`src/rtl/core/dqn_pkg.sv`:
```
// Shared types and constants for the DNS query name extractor.
package dqn_pkg;

  localparam int NAME_MAX_DEFAULT = 254;
  localparam int QUEUE_DEPTH      = 4;
  localparam logic [15:0] DNS_PORT_RESET = 16'd53;

  // Work left for the back end by one frame byte: a name byte, a verdict, or both.
  typedef struct packed {
    logic       has_name;
    logic [7:0] name_char;
    logic [7:0] name_pos;
    logic       has_verdict;
    logic       is_candidate;
    logic [7:0] name_length;
  } dqn_entry_t;

endpackage

```
`src/rtl/core/dns_query_name_extractor.sv`:
```
// Top level of the DNS query name extractor.
//
//  channel   direction  handshake               payload
//  frame in  input      push / full             frame_byte, frame_end
//  results   output     empty / pop             result_kind, name_char, name_position,
//                                               is_candidate, name_length, run_last
//  config    input      cfg_write               cfg_data (dns_port)
//
// One frame byte is accepted per cycle while full is low; results leave one per
// cycle while they are popped. A result reaches the result ports through the
// queue write and then the result register; the parser itself is combinational.
// A last name byte and its frame verdict share one queue entry and leave as two
// results, name byte first. Reset (rst, synchronous) clears the parser, queue and
// result stage and sets dns_port to 53. full rises only when the
// four-entry queue fills while results are not popped.
module dns_query_name_extractor import dqn_pkg::*; #(
  parameter int NAME_MAX_BYTES = NAME_MAX_DEFAULT,
  parameter int DEPTH          = QUEUE_DEPTH
) (
  input  logic        clk,
  input  logic        rst,
  input  logic        push,
  output logic        full,
  input  logic [7:0]  frame_byte,
  input  logic        frame_end,
  output logic        empty,
  input  logic        pop,
  output logic        result_kind,
  output logic [7:0]  name_char,
  output logic [7:0]  name_position,
  output logic        is_candidate,
  output logic [7:0]  name_length,
  output logic        run_last,
  input  logic        cfg_write,
  input  logic [15:0] cfg_data
);

  dqn_entry_t f_entry, q_data;
  logic       f_push, q_empty, q_pop, accept;

  assign accept = push && !full;

  dqn_front #(.NAME_MAX_BYTES(NAME_MAX_BYTES)) u_front (
    .clk        (clk),
    .rst        (rst),
    .accept     (accept),
    .frame_byte (frame_byte),
    .frame_end  (frame_end),
    .cfg_write  (cfg_write),
    .cfg_data   (cfg_data),
    .entry_push (f_push),
    .entry      (f_entry)
  );

  dqn_fifo #(.DEPTH(DEPTH)) u_fifo (
    .clk       (clk),
    .rst       (rst),
    .push      (f_push),
    .push_data (f_entry),
    .full      (full),
    .pop       (q_pop),
    .pop_data  (q_data),
    .empty     (q_empty)
  );

  dqn_back u_back (
    .clk           (clk),
    .rst           (rst),
    .q_empty       (q_empty),
    .q_data        (q_data),
    .q_pop         (q_pop),
    .empty         (empty),
    .pop           (pop),
    .result_kind   (result_kind),
    .name_char     (name_char),
    .name_position (name_position),
    .is_candidate  (is_candidate),
    .name_length   (name_length),
    .run_last      (run_last)
  );

endmodule

```
`src/rtl/core/dqn_front.sv`:
```
// Front end: frame byte parser, header checks and query name normalization.
module dqn_front import dqn_pkg::*; #(
  parameter int NAME_MAX_BYTES = NAME_MAX_DEFAULT
) (
  input  logic        clk,
  input  logic        rst,
  input  logic        accept,
  input  logic [7:0]  frame_byte,
  input  logic        frame_end,
  input  logic        cfg_write,
  input  logic [15:0] cfg_data,
  output logic        entry_push,
  output dqn_entry_t  entry
);

  typedef enum logic [1:0] {IP_NONE, IP_V4, IP_V6} ip_sel_t;

  localparam logic [8:0] OFF_MAX      = 9'd511;
  localparam logic [8:0] OFF_TYPE_HI  = 9'd12;
  localparam logic [8:0] OFF_TYPE_LO  = 9'd13;
  localparam logic [8:0] OFF_IP_START = 9'd14;
  localparam logic [8:0] V4_UDP_BASE  = 9'd34;
  localparam logic [8:0] V6_UDP_BASE  = 9'd54;
  localparam logic [8:0] V4_PROTO_OFF = 9'd23;
  localparam logic [8:0] V6_PROTO_OFF = 9'd20;
  localparam logic [8:0] V4_MIN_LAST  = 9'd59;
  localparam logic [8:0] V6_MIN_LAST  = 9'd79;
  localparam logic [7:0] PROTO_UDP    = 8'd17;
  localparam logic [7:0] LABEL_MAX    = 8'd63;
  localparam logic [7:0] DOT_CHAR     = 8'd46;
  localparam logic [7:0] NAME_MAX     = 8'(NAME_MAX_BYTES);

  logic [15:0] dns_port;
  logic [8:0]  byte_offset, byte_offset_next;
  logic [7:0]  ether_hi, ether_hi_next;
  ip_sel_t     ip_sel, ip_sel_next;
  logic        udp_seen, udp_seen_next;
  logic [15:0] dest_port, dest_port_next;
  logic        response_bit, response_bit_next;
  logic        q_nonzero, q_nonzero_next;
  logic [5:0]  label_rem, label_rem_next;
  logic [7:0]  name_count, name_count_next;
  logic        name_finished, name_finished_next;

  logic [8:0]  udp_base, proto_off, min_last;
  logic        in_ip, hdr_ok, name_active, emit, cand;
  logic [7:0]  out_char;

  always_comb begin
    byte_offset_next   = byte_offset;
    ether_hi_next      = ether_hi;
    ip_sel_next        = ip_sel;
    udp_seen_next      = udp_seen;
    dest_port_next     = dest_port;
    response_bit_next  = response_bit;
    q_nonzero_next     = q_nonzero;
    label_rem_next     = label_rem;
    name_count_next    = name_count;
    name_finished_next = name_finished;
    emit               = 1'b0;
    out_char           = DOT_CHAR;

    if (byte_offset == OFF_TYPE_HI) begin
      ether_hi_next = frame_byte;
    end else if (byte_offset == OFF_TYPE_LO) begin
      if ({ether_hi, frame_byte} == 16'h0800) begin
        ip_sel_next = IP_V4;
      end else if ({ether_hi, frame_byte} == 16'h86DD) begin
        ip_sel_next = IP_V6;
      end else begin
        ip_sel_next = IP_NONE;
      end
    end

    unique case (ip_sel)
      IP_V4: begin
        udp_base  = V4_UDP_BASE;
        proto_off = V4_PROTO_OFF;
      end
      IP_V6: begin
        udp_base  = V6_UDP_BASE;
        proto_off = V6_PROTO_OFF;
      end
      default: begin
        udp_base  = '0;
        proto_off = '0;
      end
    endcase

    in_ip  = (ip_sel != IP_NONE) && (byte_offset >= OFF_IP_START);
    hdr_ok = udp_seen && (dest_port == dns_port) && !response_bit && q_nonzero;

    if (in_ip) begin
      if (byte_offset == proto_off) begin
        udp_seen_next = (frame_byte == PROTO_UDP);
      end else if (byte_offset == udp_base + 9'd2) begin
        dest_port_next = {frame_byte, 8'h00};
      end else if (byte_offset == udp_base + 9'd3) begin
        dest_port_next = {dest_port[15:8], frame_byte};
      end else if (byte_offset == udp_base + 9'd10) begin
        response_bit_next = frame_byte[7];
      end else if ((byte_offset == udp_base + 9'd12 || byte_offset == udp_base + 9'd13)
                   && frame_byte != 8'd0) begin
        q_nonzero_next = 1'b1;
      end
    end

    name_active = in_ip && (byte_offset >= udp_base + 9'd20) && !name_finished && hdr_ok;
    if (name_active) begin
      if (name_count >= NAME_MAX) begin
        name_finished_next = 1'b1;
      end else if (label_rem == 6'd0) begin
        if (frame_byte == 8'd0 || frame_byte > LABEL_MAX) begin
          name_finished_next = 1'b1;
        end else begin
          label_rem_next  = frame_byte[5:0];
          emit            = 1'b1;
          out_char        = DOT_CHAR;
          name_count_next = name_count + 8'd1;
        end
      end else begin
        out_char        = (frame_byte >= 8'h41 && frame_byte <= 8'h5A) ?
                          frame_byte + 8'd32 : frame_byte;
        label_rem_next  = label_rem - 6'd1;
        emit            = 1'b1;
        name_count_next = name_count + 8'd1;
      end
      if (name_count_next >= NAME_MAX) begin
        name_finished_next = 1'b1;
      end
    end

    min_last = (ip_sel_next == IP_V4) ? V4_MIN_LAST : V6_MIN_LAST;
    cand = (ip_sel_next != IP_NONE) && hdr_ok && (byte_offset >= min_last);

    entry.has_name     = emit;
    entry.name_char    = out_char;
    entry.name_pos     = name_count;
    entry.has_verdict  = frame_end;
    entry.is_candidate = cand;
    entry.name_length  = name_count_next;
    entry_push         = accept && (emit || frame_end);

    if (frame_end) begin
      byte_offset_next   = '0;
      ether_hi_next      = '0;
      ip_sel_next        = IP_NONE;
      udp_seen_next      = 1'b0;
      dest_port_next     = '0;
      response_bit_next  = 1'b0;
      q_nonzero_next     = 1'b0;
      label_rem_next     = '0;
      name_count_next    = '0;
      name_finished_next = 1'b0;
    end else if (byte_offset != OFF_MAX) begin
      byte_offset_next = byte_offset + 9'd1;
    end
  end

  always_ff @(posedge clk) begin
    if (rst) begin
      dns_port      <= DNS_PORT_RESET;
      byte_offset   <= '0;
      ether_hi      <= '0;
      ip_sel        <= IP_NONE;
      udp_seen      <= 1'b0;
      dest_port     <= '0;
      response_bit  <= 1'b0;
      q_nonzero     <= 1'b0;
      label_rem     <= '0;
      name_count    <= '0;
      name_finished <= 1'b0;
    end else begin
      if (cfg_write) begin
        dns_port <= cfg_data;
      end
      if (accept) begin
        byte_offset   <= byte_offset_next;
        ether_hi      <= ether_hi_next;
        ip_sel        <= ip_sel_next;
        udp_seen      <= udp_seen_next;
        dest_port     <= dest_port_next;
        response_bit  <= response_bit_next;
        q_nonzero     <= q_nonzero_next;
        label_rem     <= label_rem_next;
        name_count    <= name_count_next;
        name_finished <= name_finished_next;
      end
    end
  end

`ifndef ASSERT_OFF
  a_name_pos_in_range: assert property (@(posedge clk) disable iff (rst)
    (entry_push && entry.has_name) |-> (entry.name_pos < NAME_MAX))
    else $error("name byte emitted past the name limit");
`endif

endmodule

```
`src/rtl/core/dqn_fifo.sv`:
```
// Short register queue between the parser and the result stage.
module dqn_fifo import dqn_pkg::*; #(
  parameter int DEPTH = QUEUE_DEPTH
) (
  input  logic       clk,
  input  logic       rst,
  input  logic       push,
  input  dqn_entry_t push_data,
  output logic       full,
  input  logic       pop,
  output dqn_entry_t pop_data,
  output logic       empty
);

  localparam int PW = (DEPTH > 1) ? $clog2(DEPTH) : 1;
  localparam int CW = $clog2(DEPTH + 1);
  localparam logic [PW-1:0] LAST_PTR = PW'(DEPTH - 1);
  localparam logic [CW-1:0] FULL_CNT = CW'(DEPTH);

  dqn_entry_t    slots [DEPTH];
  logic [PW-1:0] wr_ptr, rd_ptr;
  logic [CW-1:0] count;
  logic          do_push, do_pop;

  assign full     = (count == FULL_CNT);
  assign empty    = (count == '0);
  assign do_push  = push && !full;
  assign do_pop   = pop && !empty;
  assign pop_data = slots[rd_ptr];

  always_ff @(posedge clk) begin
    if (do_push) begin
      slots[wr_ptr] <= push_data;
    end
  end

  always_ff @(posedge clk) begin
    if (rst) begin
      wr_ptr <= '0;
      rd_ptr <= '0;
      count  <= '0;
    end else begin
      if (do_push) begin
        wr_ptr <= (wr_ptr == LAST_PTR) ? '0 : wr_ptr + PW'(1);
      end
      if (do_pop) begin
        rd_ptr <= (rd_ptr == LAST_PTR) ? '0 : rd_ptr + PW'(1);
      end
      if (do_push && !do_pop) begin
        count <= count + CW'(1);
      end else if (do_pop && !do_push) begin
        count <= count - CW'(1);
      end
    end
  end

`ifndef ASSERT_OFF
  a_count_bound: assert property (@(posedge clk) disable iff (rst)
    count <= FULL_CNT)
    else $error("queue count beyond depth");
  a_push_grows: assert property (@(posedge clk) disable iff (rst)
    (do_push && !do_pop) |=> (count == $past(count) + CW'(1)))
    else $error("queue count did not follow a lone push");
`endif

endmodule

```
`src/rtl/core/dqn_back.sv`:
```
// Back end: turns queued entries into name byte and verdict results.
module dqn_back import dqn_pkg::*; (
  input  logic       clk,
  input  logic       rst,
  input  logic       q_empty,
  input  dqn_entry_t q_data,
  output logic       q_pop,
  output logic       empty,
  input  logic       pop,
  output logic       result_kind,
  output logic [7:0] name_char,
  output logic [7:0] name_position,
  output logic       is_candidate,
  output logic [7:0] name_length,
  output logic       run_last
);

  dqn_entry_t cur;
  logic       cur_valid;
  logic       taken, split, done, load;

  assign empty = !cur_valid;
  assign taken = pop && cur_valid;
  // name byte and verdict share one entry: show the name byte first
  assign split = cur.has_name && cur.has_verdict;
  assign done  = taken && !split;
  assign load  = !cur_valid || done;
  assign q_pop = load && !q_empty;

  always_comb begin
    if (cur.has_name) begin
      result_kind   = 1'b0;
      name_char     = cur.name_char;
      name_position = cur.name_pos;
      is_candidate  = 1'b0;
      name_length   = 8'd0;
      run_last      = 1'b0;
    end else begin
      result_kind   = 1'b1;
      name_char     = 8'd0;
      name_position = 8'd0;
      is_candidate  = cur.is_candidate;
      name_length   = cur.name_length;
      run_last      = 1'b1;
    end
  end

  always_ff @(posedge clk) begin
    if (q_pop) begin
      cur <= q_data;
    end else if (taken && split) begin
      cur.has_name <= 1'b0;
    end
  end

  always_ff @(posedge clk) begin
    if (rst) begin
      cur_valid <= 1'b0;
    end else if (load) begin
      cur_valid <= !q_empty;
    end
  end

`ifndef ASSERT_OFF
  a_entry_has_work: assert property (@(posedge clk) disable iff (rst)
    cur_valid |-> (cur.has_name || cur.has_verdict))
    else $error("held entry carries no result");
  a_verdict_follows: assert property (@(posedge clk) disable iff (rst)
    (taken && split) |=> (cur_valid && result_kind && run_last))
    else $error("verdict lost after its name byte");
`endif

endmodule
```
`config.mk`:
```
export PLATFORM = sky130hd
export DESIGN_NAME = dns_query_name_extractor
export DESIGN_NICKNAME = d
export VERILOG_FILES = /design/src/rtl/core/dqn_pkg.sv /design/src/rtl/core/dns_query_name_extractor.sv /design/src/rtl/core/dqn_front.sv /design/src/rtl/core/dqn_fifo.sv /design/src/rtl/core/dqn_back.sv
export SDC_FILE = /design/constraint.sdc
export NUM_CORES = 1
export LEC_CHECK = 0
export BUFFER_PORTS_ARGS = -buffer_cell sky130_fd_sc_hd__clkbuf_2
export CORE_AREA = 2 2 192 119
export CTS_CLUSTER_DIAMETER = 80
export DETAILED_ROUTE_END_ITERATION = 10
export DIE_AREA = 0 0 194 121
export GPL_ROUTABILITY_DRIVEN = 0
export PLACE_DENSITY_LB_ADDON = 0.25
export SETUP_SLACK_MARGIN = 0.1
export SYNTH_ARGS = -nofsm -noshare
export SYNTH_HDL_FRONTEND = slang
export SYNTH_SLANG_ARGS = --single-unit
```
`constraint.sdc`:
```
create_clock -name clk -period 9.34 [get_ports clk]
set_input_delay 0.467 -clock clk [delete_from_list [all_inputs] [get_ports clk]]
set_output_delay 0.467 -clock clk [all_outputs]
set_load 0.02 [all_outputs]
```
After elaboration in Yosys (flattened, before gate mapping)
Memories as Yosys holds them, arrays and structs flattened. A register that Yosys moved wholly into a read port is not among the register bits.
Index checks and enable logic that the tools add are counted.
Widths: inputs -> output; s select.
{"block": "totals", "ff_bits": 104, "mem_bits_rw": 108, "mem_count": 1}
{"block": "classes", "add_sub_neg": 14, "n_lt_le_gt_ge": 8, "eq_ne": 25, "n_mux": 73, "reduce_logical": 62}
{"memory": "u_fifo.slots", "depth": 4, "word_bits": 27, "read_ports": 1, "rd_clocked_by_memory_dff": 1, "wr": 1, "line": "dqn_fifo.sv:20", "text": "dqn_entry_t slots [DEPTH];"}
{"cell": "$mux 8", "n": 16}
{"cell": "$mux 16", "n": 4}
{"cell": "$eq 9x9->1", "n": 5}
{"cell": "$mux 1", "n": 32}
{"cell": "$mux 6", "n": 5}
{"cell": "$reduce_bool 2->1", "n": 12}
{"cell": "$logic_and 1x1->1", "n": 22}
{"cell": "$add 6x4->7 const B", "n": 3}
{"cell": "$eq 9x4->1 const B", "n": 2}
{"cell": "$ge 9x9->1", "n": 2}
{"cell": "$mux 2", "n": 9}
{"cell": "$mux 9", "n": 2}
{"cell": "$eq 16x12->1 const B", "n": 1}
{"cell": "$eq 16x16->1", "n": 1}
{"cell": "$eq 16x16->1 const B", "n": 1}
{"cell": "$ge 8x8->1 const B", "n": 2}
{"cell": "$reduce_and 4->1", "n": 4}
{"cell": "$add 6x2->7 const B", "n": 2}
{"cell": "$pmux 6 s2", "n": 1}
{"cell": "$ne 2x2->1 const B", "n": 5}
{"cell": "$pmux 5 s2", "n": 1}
{"cell": "$add 9x1->9 const B", "n": 1}
{"cell": "$eq 9x5->1", "n": 1}
{"cell": "$ge 9x4->1 const B", "n": 1}
{"cell": "other kinds (30)", "n": 47}

Logic depth before layout (Yosys ltp)
Gate-level depths: netlist of the first run.
{"block": "depth", "depth_word": 15, "mapped_depth": 17}

By module
Synthesis of the first run repeated with hierarchy kept, for this count alone.
{"block": "unflattened", "cells_unflattened": 772, "hier_area_um2": 9826.9}
{"mod": "dqn_fifo", "instances": 1, "cells_per_inst": 191, "area_each_um2": 4399.2}
{"mod": "dqn_front", "instances": 1, "cells_per_inst": 512, "area_each_um2": 4319.1}
{"mod": "dqn_back", "instances": 1, "cells_per_inst": 68, "area_each_um2": 1094.8}
{"mod": "dns_query_name_extractor", "instances": 1, "cells_per_inst": 1, "area_each_um2": 13.8}

Least setup slack after synthesis of the first run
OpenSTA, ideal clock, no wires.
{"block": "synth_timing", "kind": "register to register", "start": "reg u_front.ip_sel[0]", "end": "reg u_fifo.count[2]", "setup_time_ns": 0.070, "t_arrival_ns": 3.542, "required_ns": 9.270, "slack_ns": 5.728, "path_stages_with_launch": 18, "period_less_slack_ns": 3.612, "path_cell_list": "dfxtp_1 -> inv_1 -> ha_1 -> inv_1 -> ha_1 -> a41o_1 -> nor3_1 -> nor3b_1 -> a32oi_1 -> nand4_1 -> buf_2 -> nand2_1 -> ha_1 -> inv_1 -> fa_1 -> xor2_1 -> or3_1 -> a21oi_1"}
{"block": "synth_between", "elab_chain_cells": 14, "word_cells_on_any_way": 19}
{"element": "start: declaration", "line": "dqn_front.sv:36", "text": "ip_sel_t ip_sel, ip_sel_next;"}
{"element": "start signal: assignment", "line": "dqn_front.sv:180", "text": "ip_sel <= ip_sel_next;"}
{"element": "$eq 2x2->1 or $eq 2x1->1 (tied branches)", "line": "dqn_front.sv:75", "text": "unique case (ip_sel)"}
{"element": "$pmux 6 s2", "line": "dqn_front.sv:75"}
{"element": "$add 6x5->7", "line": "dqn_front.sv:108", "text": "name_active = in_ip && (byte_offset >= udp_base + 9'd20) && !name_finished && hdr_ok;"}
{"element": "$ge 9x9->1", "line": "dqn_front.sv:108"}
{"element": "$logic_and 1x1->1 * (3 in a row)", "line": "dqn_front.sv:108"}
{"element": "$mux 1 *", "line": "dqn_front.sv:109", "text": "if (name_active) begin"}
{"element": "$logic_or 1x1->1 *", "line": "dqn_front.sv:142", "text": "entry_push = accept && (emit || frame_end);"}
{"element": "$logic_and 1x1->1 *", "line": "dqn_front.sv:142"}
{"element": "$logic_and 1x1->1 *", "line": "dqn_fifo.sv:27", "text": "assign do_push = push && !full;"}
{"element": "named net u_fifo.do_push", "line": "dqn_fifo.sv:23", "text": "logic do_push, do_pop;"}
{"element": "$logic_not 1->1", "line": "dqn_fifo.sv:51", "text": "end else if (do_pop && !do_push) begin"}
{"element": "$logic_and 1x1->1", "line": "dqn_fifo.sv:51"}
{"element": "$reduce_bool 2->1 (no line)"}
{"element": "end signal: assignment", "line": "dqn_fifo.sv:50", "text": "count <= count + CW'(1);"}
{"element": "end signal: assignment", "line": "dqn_fifo.sv:52", "text": "count <= count - CW'(1);"}
{"element": "end: declaration", "line": "dqn_fifo.sv:22", "text": "logic [CW-1:0] count;"}
Mark *: on every way through the listed nets, which the timed path passes. The rest lies on a longest branch.
A chain may end at the register's enable or synchronous reset.

Worst setup path after layout of the first run
Ends and elaborated chain as after synthesis.

==> results of run 1 <==
cell usage after synthesis (4+ instances only):
cell type	number	area share
or4_1	15	0.012
a22oi_1	19	0.015
o31ai_1	6	0.0047
or2_2	4	0.0026
nor3_1	13	0.0068
mux4_2	27	0.063
edfxtp_1	135	0.42
xnor2_1	7	0.0064
or3_1	8	0.0052
nor4_1	14	0.0091
a21oi_1	39	0.020
ha_1	29	0.038
xor2_1	23	0.021
nor3b_1	5	0.0039
o21ai_0	24	0.013
clkbuf_1	33	0.013
mux2i_1	20	0.021
and3_1	5	0.0033
nand2_1	42	0.016
and2_1	20	0.013
nor2b_1	16	0.010
o211ai_1	4	0.0031
a211o_1	8	0.0073
nand3_1	25	0.013
inv_1	25	0.0098
dfxtp_1	79	0.16
nand2b_1	19	0.012
nor2_1	62	0.024
registers in the layout (all words and copies together) (netlist names), named ones only:
signal / count
u_front.udp_seen: 1
u_front.ip_sel: 2
u_front.byte_offset: 9
u_front.q_nonzero: 1
u_fifo.wr_ptr: 2
u_front.name_count: 8
u_fifo.count: 3
u_front.label_rem: 6
u_back.cur_valid: 1
u_front.dns_port: 16
u_back.cur: 27
u_fifo.rd_ptr: 2
u_front.response_bit: 1
u_front.ether_hi: 8
u_front.name_finished: 1
u_fifo.slots: 108
u_front.dest_port: 16
worst max-delay path, stage by stage (launching register included):
cell and delay (ns):
dfxtp_1 0.35, inv_1 0.12, ha_1 0.28, inv_1 0.15, ha_1 0.38, a41o_1 0.19, nor3_1 0.05, nor3b_1 0.14
a32oi_1 0.41, nand4_1 0.58, nand2_1 0.46, ha_1 0.25, inv_1 0.06, fa_1 0.38, xor2_1 0.17, or3_1 0.30
a21oi_1 0.15
layer usage:
| layer | global-route usage | vias up | share of wire |
|---|---|---|---|
| met2 | 0.256 | 201 | 0.39 |
| met3 | 0.0317 | 32 | 0.064 |
| li1 | - | 3007 | - |
| met5 | 0 | - | 0 |
| met1 | 0.300 | 3066 | 0.53 |
| met4 | 0.0374 | 0 | 0.015 |
worst max path at each step:
stage	from	end	slack, ns	depth (start not counted)
after global placement	u_front.ip_sel[0]	u_fifo.count[2]	5.07	16
after global routing	u_front.ip_sel[0]	u_fifo.count[2]	4.37	16
final	u_front.ip_sel[0]	u_fifo.count[2]	4.83	16
after CTS	u_front.ip_sel[0]	u_fifo.count[2]	4.86	16
after detailed placement	u_front.ip_sel[0]	u_fifo.count[2]	4.92	16
after floorplan	u_front.ip_sel[0]	u_fifo.count[2]	5.73	17
through the flow:
step	cell area (um^2)	power, mW
5_1_grt	10900	2.67
2_1_floorplan	9600	1.54
3_3_place_gp	10200	1.69
3_5_place_dp	10200	1.70
4_1_cts	10900	2.57
6_report	10900	2.54
cells by family after synthesis:
group,count (synthesis),synth area share
and+or+nand+nor,264,0.147
DFF,214,0.587
AOI/OAI and AO/OA,127,0.0883
buffers and inverters,63,0.0254
muxes,48,0.0854
xor gates and xnor gates,30,0.0274
adders and majority gates,30,0.0399
report_power, final:
group | leakage (nW) | internal (mW) | switching, mW
sequential | 1.87 | 1.12 | 0.0473
clock | 0.341 | 0.523 | 0.348
combinational | 1.72 | 0.192 | 0.305
total | 3.93 | 1.84 | 0.701
final cells by class:
| class | count | area [um^2] |
|---|---|---|
| fill | 1927 | 10800 |
| sequential | 214 | 5640 |
| multi-input combinational | 499 | 3720 |
| clock buffer | 25 | 541 |
| timing repair buffer | 67 | 358 |
| tap | 286 | 358 |
| clock inverter | 12 | 160 |
| inverter | 25 | 93.8 |
placed cells by master (no fill, tap or decap), types with 9 or more instances in the layout:
master     instances
edfxtp_1         135
dfxtp_1           78
nor2_1            62
clkbuf_2          58
nand2_1           42
a21oi_1           39
ha_1              29
mux4_2            27
inv_1             25
nand3_1           25
o21ai_0           24
xor2_1            23
clkbuf_16         21
mux2i_1           20
nand2b_1          19
and2_1            19
a22oi_1           19
nor2b_1           16
or4_1             15
nor4_1            14
nor3_1            13
buf_4              9
==> reports/metrics.cfg, run 1 <==
[synthesis]
syn-num-nets=836
synth_area_um2=9600
ys.warnings.count=0
seq_area_frac_synth=0.587
ys_ff_latch=214
async_reset_ff_frac=0
netlist_instances=776
syn_area_per_cell_um2=12.4
ys_types=62
synth-edff-count=135
synth_ff_type=edfxtp_1

[sta]
fin_crit_sh=0.483
setup_ws_ns=4.83
hold_slack_ns=0.162
relSlewSlack=0.210
hold_viol_final=0
slew_viol_final=0
period_minus_slack_ns=4.51
rsz0062_at_grt=no
tns_ns=0
fmax_mhz=222
tightest_slew_ns=1.18
finalSetupViolations=0
finClkSkew_ns=0.0294

[grt]
grt_usage=0.185
grt_pass1_vias=6036
grt_max_degree=71
antenna_found_initial=0
grt_pass1_wl_um=34100
overflow=0

[power_and_ir_drop]
pwr_density_cell_nw_per_um2=234
vdd_drop_max_mv=0.160
p_leak_nw=3.93

[placement]
placement.io_buffers=58
dp_slack_ns=4.92
hpwl_um=14200
dp.cells=1091

[setup_path]
crit_type=flip-flop to flip-flop
r2r_cells=16
arrival_ns=4.92
r2r-end=u_fifo.count[2]
critical_path_peak_fanout=16
start_kind=flip-flop
cp.required_ns=9.75
r2r_slack_ns=4.83
r2r-start=u_front.ip_sel[0]
end_kind=flip-flop

[clocking]
cts_made_buffers=21
clk_pin_slew_ns=0.06
cts_resized=0
post_cts_buffers=0
hold_buffers=0
cts_tree=yes
clkLatencyLatePin_ns=0.51
cts_root_buffer=clkbuf_16
clockBufferDepth=3
htreeDepth=1
clock-sinks=214

[worst_hold_path]
hp-start=cfg_data[4]
min_path_cells=2
min_to=u_front.dns_port[4]
holdCritPathClass=input pin to flip-flop

[job]
maxCapViolCount=0

[cells_and_area]
finalCoreUtilization=0.502
nets=888
post_route_cells_drive_above_1_share=0.166
diodes=0
syn2layout_area_growth_pct=13.2
final_cells=1128

[floorplan]
start_util=0.443
die-area_um2=23500
ioPinCount=59
die_w_um=194
rows=42
core-area_um2=21700
die_h_um=121

[status]
run_status=finished clean

[detailed_routing]
viasPerCell=5.59
wl_per_cell_um=18.7
ant_nets=0
vias=6306
wl_um=21100
drc_errors=0
drtIter0Drc=511
dr.pass1.iters=5

No activity file was read; power rests on OpenSTA's default activity.
==> inputs of run 2 (changes only) <==
==> constraint.sdc (replaced) <==
create_clock -name clk -period 4.6 [get_ports clk]
set_input_delay 0.23 -clock clk [delete_from_list [all_inputs] [get_ports clk]]
set_output_delay 0.23 -clock clk [all_outputs]
set_load 0.02 [all_outputs]
==> run 2 against run 1 <==
Clock skew shrank 0.016 ns. Worst setup slack worse by 4.3 ns. Die area unchanged. Sequential power up 110%. Worst hold slack worse by 0.15 ns. Combinational power grew 100%. Wire length rose by 2.0%. First-iteration DRC count grew 20%. Sequential share of layout area is 0.60 points lower. Clock-buffer cell count increased by 3. Design area rose by 1.2%. Critical path depth rose by 1. Highest routed layer unchanged.
==> reports/metrics.cfg, run 2 (synthesized netlist as in run 1, its figures left out) <==
[clocking]
cts_root_buffer=clkbuf_16
clock-sinks=214
clkLatencyLatePin_ns=0.50
clk_pin_slew_ns=0.06
htreeDepth=1
cts_made_buffers=21
clockBufferDepth=3
cts_tree=yes
cts_resized=0

[floorplan]
rows=42
die_w_um=194
die-area_um2=23500
start_util=0.443
die_h_um=121
core-area_um2=21700
ioPinCount=59

[grt]
antenna_found_initial=0
grt_most_used_layer=met1
use_met2=0.257
met3_usage=0.0322
use_met1=0.308
overflow=0
grt_pass1_wl_um=34600
grt_max_degree=56
grt_pass1_vias=6054
grt_usage=0.187

[detailed_routing]
dr.pass1.iters=5
ant_nets=0
vias=6377
drc_errors=0
wl_um=21500
viasPerCell=5.55
wl_per_cell_um=18.7
drtIter0Drc=615

[cells_and_area]
nets=909
largest_registers=u_fifo.slots: 108 flops, u_back.cur: 27 flops
final_cells=1149
mostFrequentLayoutCells=135 x edfxtp_1, 78 x dfxtp_1, 62 x nor2_1, 58 x clkbuf_2, 42 x nand2_1
mostFrequentLayoutCell=edfxtp_1
post_route_cells_drive_above_1_share=0.167
regMostFlops=u_fifo.slots
diodes=0
syn2layout_area_growth_pct=14.5
largest_reg_flops=108
finalCoreUtilization=0.508

[sta]
relSlewSlack=0.167
tns_ns=0
period_minus_slack_ns=4.10
finClkSkew_ns=0.0132
fmax_mhz=244
hold_viol_final=0
slew_viol_final=0
tightest_slew_ns=1.25
hold_slack_ns=0.0136
finalSetupViolations=0
fin_crit_sh=0.892
rsz0062_at_grt=no

[setup_path]
crit_type=flip-flop to flip-flop
critical_path_peak_fanout=16
crit_start=u_front.ip_sel[0]
arrival_ns=4.53
start_kind=flip-flop
r2r-start=u_front.ip_sel[0]
cp.required_ns=5.02
end_kind=flip-flop

[power_and_ir_drop]
clkPwrFrac=0.321
p_seq_frac=0.476
vdd_drop_max_mv=0.322
p_sw_frac=0.285
pwr_density_cell_nw_per_um2=458
internal_power_mw=3.60
p_leak_nw=3.99
p_sw_mw=1.44
fin_total_pwr_mw=5.04
combPwrFrac=0.203

[placement]
hpwl_um=14500
dp.cells=1097
placement.io_buffers=58

[job]
maxCapViolCount=0

[worst_hold_path]
holdCritPathClass=input pin to flip-flop
hp-start=cfg_data[15]

[status]
run_status=finished clean

[run 2: cell types whose count changed in the layout (fill, tap and decap cells not counted), moves of 2 or more]
cell,previous run,this run
dlygate4sd3_1,0,15
buf_4,9,15
bufinv_16,4,1
clkbuf_1,4,6
clkinvlp_4,0,2
[run 2: final timing paths]
kind	end	slack (ns)	cells past startpoint
max	u_fifo.count[2]	0.50	17
min	u_front.dns_port[15]	0.01	3
max reg2reg	u_fifo.count[2]	0.50	17
min reg2reg	u_front.q_nonzero	0.46	2
[run 2: routing by layer]
metal  vias to the layer above  wire length (um)
met4                         0               319
met3                        23              1440
met5                         -                 0
met2                       191              8340
li1                       3049                 -
met1                      3114             11400
[run 2: worst max-delay path: stages, from the launching register on]
cell and delay [ns]:
dfxtp_1 0.35, inv_1 0.15, ha_1 0.28, inv_1 0.15
ha_1 0.37, a41o_1 0.18, nor3_1 0.05, nor3b_1 0.13
a32oi_1 0.45, nand4_1 0.15, buf_4 0.22, nand2_1 0.23
ha_1 0.24, inv_1 0.06, fa_1 0.37, xor2_1 0.19
or3_1 0.33, a21oi_1 0.14
[run 2: what timing repair did]
| action | in CTS | in global routing |
|---|---|---|
| setup buffers | 0 | 0 |
| endpoints found under the hold margin | 15 | 0 |
| hold buffers | 15 | 0 |
[run 2: per-stage QoR]
step	worst slack, ns	area, um^2
after detailed placement	0.636	10200
after global routing	0.236	11000
after floorplan	0.988	9600
final	0.496	11000
after CTS	0.581	11000
after global placement	0.767	10200
[run 2: cell type report]
type                    instances  area, um^2
clock inverters                 9        72.6
flip-flops and latches        214        5640
fillers                      1907       10700
well taps                     286         358
inverters                      25        93.8
repair buffers                 88         553
clock buffers                  28         562
multi-input cells             499        3720
[run 2: power groups by stage]
stage	combinational [mW]	sequential, mW	clock [mW]
2_1_floorplan	0.759	2.37	0
3_3_place_gp	1.02	2.44	0
3_5_place_dp	1.02	2.44	0
4_1_cts	1.04	2.40	1.65
5_1_grt	1.12	2.43	1.74
6_report	1.02	2.40	1.62
